`src/rtl/ngga_pkg.sv`:
```
package ngga_pkg;

	// Sizes of the sentence buffer and the comma position table.
	localparam int BUF_DEPTH   = 128;
	localparam int BUF_AW      = $clog2(BUF_DEPTH);
	localparam int POS_W       = 8;
	localparam int COMMA_SLOTS = 32;
	localparam int CT_AW       = $clog2(COMMA_SLOTS);
	localparam int CNT_W       = 6;
	localparam int HDR_W       = 24;

	// Characters that the parser recognizes.
	localparam logic [7:0] CH_DOLLAR = 8'h24;
	localparam logic [7:0] CH_COMMA  = 8'h2C;
	localparam logic [7:0] CH_G      = 8'h47;
	localparam logic [7:0] CH_A      = 8'h41;
	localparam logic [HDR_W-1:0] HDR_GGA = {CH_G, CH_G, CH_A};

	// Operation codes of a request word.
	localparam logic [1:0] OP_RX       = 2'd0;
	localparam logic [1:0] OP_RD_BYTE  = 2'd1;
	localparam logic [1:0] OP_RD_COMMA = 2'd2;

	// Source of read data for a response.
	typedef enum logic [1:0] {
		RD_NONE,
		RD_STORE,
		RD_COMMA
	} rd_sel_t;

	typedef struct packed {
		logic [1:0] op;
		logic [7:0] data_byte;
		logic [6:0] read_index;
	} req_word_t;

	typedef struct packed {
		logic             capturing;
		logic             stored;
		logic [POS_W-1:0] store_position;
		logic [CNT_W-1:0] comma_total;
		logic [7:0]       read_data;
		logic             overflow;
		logic             sentence_start;
	} rsp_word_t;

	// Memory access commands from the control logic.
	typedef struct packed {
		logic              st_we;
		logic [BUF_AW-1:0] st_waddr;
		logic [7:0]        st_wdata;
		logic              st_re;
		logic [BUF_AW-1:0] st_raddr;
		logic              ct_we;
		logic [CT_AW-1:0]  ct_waddr;
		logic [BUF_AW-1:0] ct_wdata;
		logic              ct_re;
		logic [CT_AW-1:0]  ct_raddr;
	} mem_ctl_t;

endpackage

```
`src/rtl/ngga_mem.sv`:
```
module ngga_mem
	import ngga_pkg::*;
(
	input  logic              clk,
	input  mem_ctl_t          ctl,
	output logic [7:0]        rd_store,
	output logic [BUF_AW-1:0] rd_comma
);

	logic [7:0]        st_mem [BUF_DEPTH];
	logic [BUF_AW-1:0] ct_mem [COMMA_SLOTS];
	logic [7:0]        rd_store_q;
	logic [BUF_AW-1:0] rd_comma_q;

	// Sentence buffer: one write and one registered read port.
	always_ff @(posedge clk) begin
		if (ctl.st_we) begin
			st_mem[ctl.st_waddr] <= ctl.st_wdata;
		end
		if (ctl.st_re) begin
			rd_store_q <= st_mem[ctl.st_raddr];
		end
	end

	// Comma position table: one write and one registered read port.
	always_ff @(posedge clk) begin
		if (ctl.ct_we) begin
			ct_mem[ctl.ct_waddr] <= ctl.ct_wdata;
		end
		if (ctl.ct_re) begin
			rd_comma_q <= ct_mem[ctl.ct_raddr];
		end
	end

	assign rd_store = rd_store_q;
	assign rd_comma = rd_comma_q;

endmodule

```
`src/rtl/nmea_gga_sentence_capture_core.sv`:
```
// Captures the GGA sentence from a stream of received GPS serial bytes and serves
// reads of the stored bytes and comma positions. Every request word gives exactly one
// response word, which passes through the stage one register and the output register.
// A new word can be accepted every cycle while the output is not stalled. The sentence
// buffer and the comma table are synchronous memories with a registered read. A word
// only reads or only writes, and a write lands at its accept edge, so a read that
// follows a write to the same entry always sees the new data. Reads of entries beyond
// the current write position or comma count return zero. No clearing pass is needed
// after reset.
module nmea_gga_sentence_capture_core
	import ngga_pkg::*;
(
	input  logic      clk,
	input  logic      arst_n,
	input  logic      req_valid,
	output logic      req_stall,
	input  req_word_t req,
	output logic      rsp_valid,
	input  logic      rsp_stall,
	output rsp_word_t rsp
);

	// Sentence state.
	logic [HDR_W-1:0] hdr_q, hdr_d;
	logic             cap_q, cap_d;
	logic [POS_W-1:0] wpos_q, wpos_d;
	logic [CNT_W-1:0] cc_q, cc_d;
	logic             ovf_q, ovf_d;

	logic     acc;
	logic     stored;
	logic     start;
	mem_ctl_t ctl;
	rd_sel_t  rsel;

	// First stage: the updated status and which memory supplies read data.
	logic      valid_s1;
	rsp_word_t word_s1;
	rd_sel_t   rsel_s1;
	logic      adv_s1;

	logic              rsp_valid_q;
	rsp_word_t         rsp_q;
	rsp_word_t         word_out;
	logic [7:0]        rd_store;
	logic [BUF_AW-1:0] rd_comma;
	logic [7:0]        rd_mux;

	assign adv_s1    = valid_s1 && (!rsp_valid_q || !rsp_stall);
	assign req_stall = valid_s1 && rsp_valid_q && rsp_stall;
	assign acc       = req_valid && !req_stall;

	// Next-state logic for the parser and the memory commands.
	always_comb begin
		hdr_d  = hdr_q;
		cap_d  = cap_q;
		wpos_d = wpos_q;
		cc_d   = cc_q;
		ovf_d  = ovf_q;
		stored = 1'b0;
		start  = 1'b0;
		ctl    = '0;
		rsel   = RD_NONE;
		ctl.st_waddr = wpos_q[BUF_AW-1:0];
		ctl.st_wdata = req.data_byte;
		ctl.ct_waddr = cc_q[CT_AW-1:0];
		ctl.ct_wdata = wpos_q[BUF_AW-1:0];
		ctl.st_raddr = req.read_index[BUF_AW-1:0];
		ctl.ct_raddr = req.read_index[CT_AW-1:0];
		if (acc) begin
			case (req.op)
				OP_RX: begin
					if (req.data_byte == CH_DOLLAR) begin
						wpos_d = '0;
						cc_d   = '0;
						cap_d  = 1'b0;
						ovf_d  = 1'b0;
						start  = 1'b1;
					end else if (cap_q) begin
						if (!ovf_q) begin
							if (wpos_q == POS_W'(BUF_DEPTH)) begin
								ovf_d = 1'b1;
							end else if (req.data_byte == CH_COMMA &&
								cc_q == CNT_W'(COMMA_SLOTS)) begin
								ovf_d = 1'b1;
							end else begin
								if (req.data_byte == CH_COMMA) begin
									ctl.ct_we = 1'b1;
									cc_d      = cc_q + CNT_W'(1);
								end
								ctl.st_we = 1'b1;
								wpos_d    = wpos_q + POS_W'(1);
								stored    = 1'b1;
							end
						end
					end else if (hdr_q == HDR_GGA) begin
						cap_d = 1'b1;
						hdr_d = '0;
					end else begin
						hdr_d = {hdr_q[HDR_W-9:0], req.data_byte};
					end
				end
				OP_RD_BYTE: begin
					if (POS_W'(req.read_index) < wpos_q) begin
						ctl.st_re = 1'b1;
						rsel      = RD_STORE;
					end
				end
				OP_RD_COMMA: begin
					if (req.read_index < 7'(cc_q)) begin
						ctl.ct_re = 1'b1;
						rsel      = RD_COMMA;
					end
				end
				default: begin
				end
			endcase
		end
	end

	// Parser state registers.
	always_ff @(posedge clk or negedge arst_n) begin
		if (!arst_n) begin
			hdr_q  <= '0;
			cap_q  <= 1'b0;
			wpos_q <= '0;
			cc_q   <= '0;
			ovf_q  <= 1'b0;
		end else begin
			hdr_q  <= hdr_d;
			cap_q  <= cap_d;
			wpos_q <= wpos_d;
			cc_q   <= cc_d;
			ovf_q  <= ovf_d;
		end
	end

	ngga_mem u_mem (
		.clk      (clk),
		.ctl      (ctl),
		.rd_store (rd_store),
		.rd_comma (rd_comma)
	);

	// Stage one valid flag.
	always_ff @(posedge clk or negedge arst_n) begin
		if (!arst_n) begin
			valid_s1 <= 1'b0;
		end else if (acc) begin
			valid_s1 <= 1'b1;
		end else if (adv_s1) begin
			valid_s1 <= 1'b0;
		end
	end

	// Stage one payload, loaded as the memory read is issued.
	always_ff @(posedge clk) begin
		if (acc) begin
			word_s1.capturing      <= cap_d;
			word_s1.stored         <= stored;
			word_s1.store_position <= wpos_d;
			word_s1.comma_total    <= cc_d;
			word_s1.read_data      <= '0;
			word_s1.overflow       <= ovf_d;
			word_s1.sentence_start <= start;
			rsel_s1                <= rsel;
		end
	end

	// Pick the read data that the memory returned.
	always_comb begin
		case (rsel_s1)
			RD_STORE: rd_mux = rd_store;
			RD_COMMA: rd_mux = 8'(rd_comma);
			default:  rd_mux = '0;
		endcase
	end

	// Stage one word with the read data filled in.
	always_comb begin
		word_out           = word_s1;
		word_out.read_data = rd_mux;
	end

	// Output register that holds a word while the receiver stalls.
	always_ff @(posedge clk or negedge arst_n) begin
		if (!arst_n) begin
			rsp_valid_q <= 1'b0;
		end else if (adv_s1) begin
			rsp_valid_q <= 1'b1;
		end else if (!rsp_stall) begin
			rsp_valid_q <= 1'b0;
		end
	end

	always_ff @(posedge clk) begin
		if (adv_s1) begin
			rsp_q <= word_out;
		end
	end

	assign rsp_valid = rsp_valid_q;
	assign rsp       = rsp_q;

`ifndef SYNTH
	// The write position never runs past the end of the buffer.
	a_wpos_range: assert property (@(posedge clk) disable iff (!arst_n)
		wpos_q <= POS_W'(BUF_DEPTH))
		else $error("write position beyond buffer depth");

	// The comma count never runs past the table size.
	a_cc_range: assert property (@(posedge clk) disable iff (!arst_n)
		cc_q <= CNT_W'(COMMA_SLOTS))
		else $error("comma count beyond table size");

	// While capturing, the header window stays cleared.
	a_hdr_clear: assert property (@(posedge clk) disable iff (!arst_n)
		cap_q |-> hdr_q == '0)
		else $error("header window not clear during capture");

	// A stalled stage one blocks new words.
	a_no_overrun: assert property (@(posedge clk) disable iff (!arst_n)
		valid_s1 && !adv_s1 |-> !acc)
		else $error("word accepted over a held stage");
`endif

endmodule
```
`config.mk`:
```
export PLATFORM = sky130hd
export DESIGN_NAME = nmea_gga_sentence_capture_core
export DESIGN_NICKNAME = d
export VERILOG_FILES = /design/src/rtl/ngga_pkg.sv /design/src/rtl/ngga_mem.sv /design/src/rtl/nmea_gga_sentence_capture_core.sv
export SDC_FILE = /design/constraint.sdc
export NUM_CORES = 1
export LEC_CHECK = 0
export CAP_MARGIN = 20
export CORE_ASPECT_RATIO = 1.1
export CORE_MARGIN = 2
export CORE_UTILIZATION = 45
export CTS_CLUSTER_DIAMETER = 30
export DETAILED_ROUTE_END_ITERATION = 10
export DONT_BUFFER_PORTS = 1
export SLEW_MARGIN = 20
export SYNTH_ARGS = -nofsm -noshare
export SYNTH_HDL_FRONTEND = slang
export SYNTH_SLANG_ARGS = --single-unit
```
`constraint.sdc`:
```
create_clock -name clk -period 3.8 [get_ports clk]
set_clock_uncertainty 0.15 [all_clocks]
set_input_delay 0.76 -clock clk [delete_from_list [all_inputs] [get_ports clk]]
set_output_delay 0.76 -clock clk [all_outputs]
set_load 0.01 [all_outputs]
```
* Yosys cells after proc, flatten, opt, wreduce, memory -nomap -nowiden
Memory sizes are Yosys's and may differ from the RTL's. A register that Yosys moved wholly into a read port is not among the register bits.
Cells that the tools add are included.
** Word-level totals
- Memory bits (writable) :: 1248
- Bits of input ports :: 21
- Bits in registers :: 88
- Memories kept :: 2
** Memory list
- u_mem.st_mem :: words 128, width 8, read ports 1, clocked after Yosys merged registers in 1, wr ports 1, RTL line ngga_mem.sv:10 : logic [7:0] st_mem [BUF_DEPTH];
- u_mem.ct_mem :: words 32, width 7, read ports 1, clocked after Yosys merged registers in 1, wr ports 1, RTL line ngga_mem.sv:11 : logic [BUF_AW-1:0] ct_mem [COMMA_SLOTS];
** Cells by class
- Muxes and demuxes :: 62
- Bitwise logic cells :: 2
- Add/sub/neg operators :: 2
- Reductions and logical operators :: 12
- Eq/ne operators :: 10
- Magnitude comparators :: 2
** Operator list (number)
- $mux 8 :: 7
- $mux 6 :: 8
- $mux 1 :: 43
- $eq 24x23->1 const B :: 1
- $mux 24 :: 1
- $eq 8x6->1 const B :: 2
- $pmux 8 s2 :: 1
- $add 8x1->8 const B :: 1
- $eq 8x8->1 const B :: 1
- $lt 7x8->1 :: 1
- $lt 7x6->1 :: 1
- $add 6x1->6 const B :: 1
- $eq 6x6->1 const B :: 1
- $logic_and 1x1->1 :: 5
- $eq 2x1->1 const B :: 2
- $eq 2x2->1 const B :: 2
- $pmux 2 s2 :: 1
- $reduce_and 4->1 :: 1
- $logic_not 1->1 :: 3
- $logic_not 2->1 :: 1
- $mux 2 :: 1
- $ne 2x1->1 const B :: 1
- $not 1->1 :: 2
- $reduce_bool 2->1 :: 1
- $logic_or 1x1->1 :: 1

* Logic depth before layout (Yosys ltp)
- Depth after elaboration :: 11
- Mapped depth :: 10
- Depth with buffers taken out :: 8

* Hierarchy
Synthesis repeated with hierarchy kept, for this count alone.
** Second synthesis, totals
- Cell total of the unflattened synthesis :: 2315
- Area, all modules :: 52552.9 µm²
** Modules (own cells, without submodules)
- ngga_mem :: cells each 2006, sequential area each 37926.4 µm², times used 1, area each 48582.8 µm²
- nmea_gga_sentence_capture_core :: cells each 309, sequential area each 2432.3 µm², times used 1, area each 3970.1 µm²

* Least setup slack after synthesis
Ideal clock, no wire load.
- Path kind :: input-to-reg
- From :: input req[11] in the netlist's numbering
- To :: memory u_mem.ct_mem[10][0] in the netlist's numbering, enable pin
- Buffers on the path :: 1
- Stages :: 6
- Data required time :: 3.290 ns
- Arrival :: 2.862 ns
- Path slack :: 0.428 ns
- Cell sequence :: or4b_4 -> or3_1 -> clkbuf_1 -> nor4b_4 -> nand2_1 -> nor2_1
** On the way
- Word-level cells in the longest chain between the ends :: 11
- Elaborated cells on any way between the ends :: 13
- Those cells by class :: 2 x eq/ne; 10 x mux; 1 x reduce/logical
** Ends and longest elaborated chain
- start, declared :: RTL line nmea_gga_sentence_capture_core.sv:17 : input req_word_t req,
- $eq 8x6->1 :: RTL line nmea_gga_sentence_capture_core.sv:83, nmea_gga_sentence_capture_core.sv:87
- $mux 1 / $logic_and 1x1->1 (equally long branches) :: RTL line nmea_gga_sentence_capture_core.sv:87, nmea_gga_sentence_capture_core.sv:83
- $mux 1 :: RTL line nmea_gga_sentence_capture_core.sv:83 : end else if (req.data_byte == CH_COMMA &&
- $mux 1 :: RTL line nmea_gga_sentence_capture_core.sv:81 : if (wpos_q == POS_W'(BUF_DEPTH)) begin
- $mux 1 :: RTL line nmea_gga_sentence_capture_core.sv:80 : if (!ovf_q) begin
- $mux 1 :: RTL line nmea_gga_sentence_capture_core.sv:79 : end else if (cap_q) begin
- $mux 1 * :: RTL line nmea_gga_sentence_capture_core.sv:73 : if (req.data_byte == CH_DOLLAR) begin
- $mux 1 * :: RTL line nmea_gga_sentence_capture_core.sv:71 : case (req.op)
- $mux 1 * :: RTL line nmea_gga_sentence_capture_core.sv:70 : if (acc) begin
- $mux 1 * :: RTL line ngga_mem.sv:27 : if (ctl.ct_we) begin
- $mux 1 (implied by the code) * :: RTL line ngga_mem.sv:28 : ct_mem[ctl.ct_waddr] <= ctl.ct_wdata;
- end, declared :: RTL line ngga_mem.sv:11
Mark *: on every way between the ends. The rest lies on a longest branch, timed or not.

* Worst setup path after layout
- From :: input req[10] in the netlist's numbering
- To :: memory u_mem.st_mem[62][3], enable pin
** On the way
- Word-level cells in the longest chain between the ends :: 11
- Elaborated cells on any way between the ends :: 12
- Those cells by class :: 2 x eq/ne; 9 x mux; 1 x reduce/logical
** Ends and longest elaborated chain
- $eq 8x6->1 :: RTL line nmea_gga_sentence_capture_core.sv:83
- $logic_and 1x1->1 :: RTL line nmea_gga_sentence_capture_core.sv:83
- $mux 1 :: RTL line nmea_gga_sentence_capture_core.sv:83
- $mux 1 :: RTL line nmea_gga_sentence_capture_core.sv:81
- $mux 1 :: RTL line nmea_gga_sentence_capture_core.sv:80
- $mux 1 :: RTL line nmea_gga_sentence_capture_core.sv:79
- $mux 1 * :: RTL line nmea_gga_sentence_capture_core.sv:73
- $mux 1 *
- $mux 1 * :: RTL line nmea_gga_sentence_capture_core.sv:70
- $mux 1 * :: RTL line ngga_mem.sv:17 : if (ctl.st_we) begin
- $mux 1 (implied by the code) * :: RTL line ngga_mem.sv:18 : st_mem[ctl.st_waddr] <= ctl.st_wdata;
- end, declared :: RTL line ngga_mem.sv:10
Marked as above.

==> flow_summary_export.csv <==
group,metric,value,unit
outcome,status,"completed",
placed_design,hpwl,69010,um
setup_path,crit_slowest_cell,"dlygate4sd3_1",
cells_and_area,nFillCells,8775,
timing,fin_crit_sh,91.94,%
yosys,ys_warn_count,0,
cts,root_buffer,"clkbuf_16",
timing,grt_setup_unrepaired,"no",
yosys,synth_area_leaders,"edfxtp_1 75%, mux4_2 11%, mux2i_1 2.4%",
cells_and_area,utilization,54.23,%
cells_and_area,fin_cells,4586,
setup_path,critPathRequiredTime,4.08,ns
global_routing,grtUsageTotal,21.45,%
power_and_ir_drop,p_clk_share,54.0,%
flow_run,max_cap_violations,0,
power_and_ir_drop,p_switching,0.008323,W
power_and_ir_drop,combPwrFrac,2.8,%
yosys,async_flop_share,3.109,%
setup_path,path_class,"input pin to register",
routing,firstDrtPassIters,5,
yosys,avgSynthCellArea,19.69,um2
routing,num_vias,26370,
routing,wirelength,126200,um
global_routing,grt_pass1_wl,185400,um
timing,min_period,3.494,ns
routing,viasPerCell,5.749,
cts,clk_pin_slew,0.05,ns
routing,dr.first_iter.drc_count,2557,
yosys,synth_top_area_cell,"edfxtp_1",
yosys,syn-cell-area,0.05237,mm2
setup_path,worstPathArrival,3.78,ns
placed_design,numPortBuffers,0,
yosys,synth-edff-count,1309,
setup_path,cp_max_fo,10,
cts,clockBufferDepth,3,
timing,fmax,286.2,MHz
yosys,synth-seq-cells,1351,
yosys,yosysMostFrequentCell,"edfxtp_1",
timing,slew_headroom,25.91,%
power_and_ir_drop,p_leak,20.84,nW
placed_design,dp.cells,4136,
floorplan,die_h,361.8,um
yosys,synth_cell_types,54,
yosys,synth-seq-area-share,77.07,%
floorplan,dieArea,0.1191,mm2
floorplan,start_util,45.26,%
routing,remaining_drc_errors,0,
yosys,synthCells,2659,
power_and_ir_drop,p_seq_share,43.2,%
cts,clk_latency,0.81,ns
power_and_ir_drop,p_int,0.02978,W
global_routing,grt_pass1_vias,27400,
cells_and_area,final_nets,2895,
cells_and_area,syn2layout_area_growth,19.84,%
routing,antenna_left,0,
power_and_ir_drop,peakVddDrop,0.5638,mV
cells_and_area,multiInputGateArea,0.01134,mm2
cells_and_area,drive_gt1_share,25.56,%
cts,h-tree-depth,4,
global_routing,grt_max_degree,337,
floorplan,ioPinCount,49,
cts,cts_tree,"done",
timing,maxSlewViolCount,0,
timing,tightestPinTransition,1.111,ns
yosys,netlist.area_leader.share,75.06,%
timing,timing.hold.ws,0.05807,ns
setup_path,start_kind,"input pin",
setup_path,crit_path_end_kind,"register",
global_routing,overflow,0,
cts,cts.sinks,1351,
cts,cts_setup_buffers,0,
power_and_ir_drop,powerDensity,607.2,mW/mm2
floorplan,fp.dieW,329.3,um
floorplan,coreArea,0.1157,mm2
cells_and_area,regArea,0.04036,mm2
timing,finalSetupTns,0,ns
cts,cts_buffers,225,
yosys,synth-main-ff-cell,"edfxtp_1",
routing,wl_per_cell,27.51,um
power_and_ir_drop,p_sw_share,21.84,%
yosys,synth_fp_nets,2702,
setup_path,cp_cell_sequence,"dlygate4sd3_1, inv_1, or3_1, o21a_1, and4_1, nand3_2, buf_12, nor2_1",
power_and_ir_drop,p_total,0.03811,W
timing,setup_viol,0,
floorplan,rows,131,
timing,finalHoldViolations,0,
setup_path,max_stage_delay,0.75,ns
global_routing,antenna_found_initial,8,
worst_hold_path,min_path_type,"input pin to register",
yosys,synthTopCellsByCount,"1309 x edfxtp_1, 262 x mux4_2, 206 x nor2_1",
placed_design,routabilityCongestion,0.8188,
## cells in the final DEF, fill, tap and decap left out, types with 6 or more instances in the layout
cell type,synthesis,final
nand2_1,156,156
buf_4,4,76
nand2_2,7,7
a21oi_1,6,6
dfrtp_1,42,42
clkinv_4,0,22
buf_16,0,9
a211oi_1,56,56
clkinv_1,0,16
dlygate4sd3_1,0,9
clkinvlp_4,0,29
a22oi_1,71,71
o31ai_1,15,15
clkinv_8,0,6
o21ai_0,24,24
mux4_2,262,262
edfxtp_1,1309,1309
mux2i_1,128,128
o22ai_1,56,56
nor3_1,16,16
nand3_1,28,28
clkinv_2,0,21
clkbuf_16,0,227
nor4_1,10,10
inv_1,33,33
bufinv_16,0,24
nor2_1,206,205
mux2_2,7,7
clkbuf_1,84,15
ha_1,22,22
inv_8,0,18
buf_12,0,10
inv_6,0,44
## path summary, 6_finish.rpt
check | from | endpoint | slack [ns] | cells after the start
worst max-delay path | req[10] | u_mem.st_mem[62][3] | 0.31 | 8
max in group asynchronous | arst_n | hdr_q[12] | 2.95 | 2
worst min register to register | word_out[13] | rsp[13] | 0.27 | 0
worst min-delay path | req[11] | hdr_q[4] | 0.06 | 2
worst max register to register | wpos_q[6] | u_mem.st_mem[62][3] | 0.45 | 6
min in group asynchronous | arst_n | wpos_q[5] | 0.34 | 2
## repair_timing
item | in CTS | in global routing
hold endpoints to repair | 1074 | 0
resized for setup | 0 | 0
hold buffers | 18 | 0
## cell type report
class / instances / share of cell area [%]
sequential: 1351 / 64.31
multi-input combinational: 1137 / 18.07
clock buffer: 244 / 9.185
clock inverter: 186 / 3.413
tap: 1529 / 3.048
timing repair buffer: 104 / 1.766
inverter: 33 / 0.1974
antenna: 2 / 0.007975
## per-layer routing
layer | up-vias | wire length, um | GRT usage (%)
met3 | 239 | 7932 | 4.364
met5 | - | 13 | 0
met4 | 2 | 4693 | 8.422
li1 | 11330 | - | -
met1 | 13790 | 50730 | 28.41
met2 | 1003 | 62800 | 35.00
## worst max-delay path, delay by kind of cell
family                 cells  cell delay [ns]
AO/OA/AOI/OAI              1             0.29
AND/OR/NAND/NOR            4             1.56
buffers and inverters      3             1.13
## power by group through the flow
stage,clock network [W],registers [W],logic [W]
3_3_place_gp,0,0.0168,0.000791
3_5_place_dp,0,0.0168,0.000800
6_report,0.0206,0.0165,0.00105
4_1_cts,0.0208,0.0165,0.00106
2_1_floorplan,0,0.0167,0.000725
5_1_grt,0.0215,0.0165,0.00112
## logic make-up after synthesis
group                      count (synthesis)  synth area share [%]
AOI/OAI and AO/OA                        250                 3.321
xor gates and xnor gates                   3               0.05018
adders and majority gates                 22                0.5256
buffers and inverters                    171                 1.331
DFF                                     1351                 77.07
muxes                                    397                 13.86
and+or+nand+nor                          465                 3.842
## flip-flops by register name (all words and copies together), names as in the netlist, 7 cells and up
signal / count
u_mem.rd_comma: 7
rsp: 26
hdr_q: 24
wpos_q: 8
u_mem.ct_mem: 224
word_out: 18
u_mem.rd_store: 8
u_mem.st_mem: 1024
## metrics by stage
stage / worst slack (ns) / instance area [um2]
2_1_floorplan: 0.4284 / 52370
3_3_place_gp: 0.3048 / 54510
3_5_place_dp: 0.2127 / 54510
4_1_cts: 0.3358 / 62750
5_1_grt: 0.1720 / 62750
6_report: 0.3062 / 62760
Note: power is estimated with default switching activity, not from simulation.
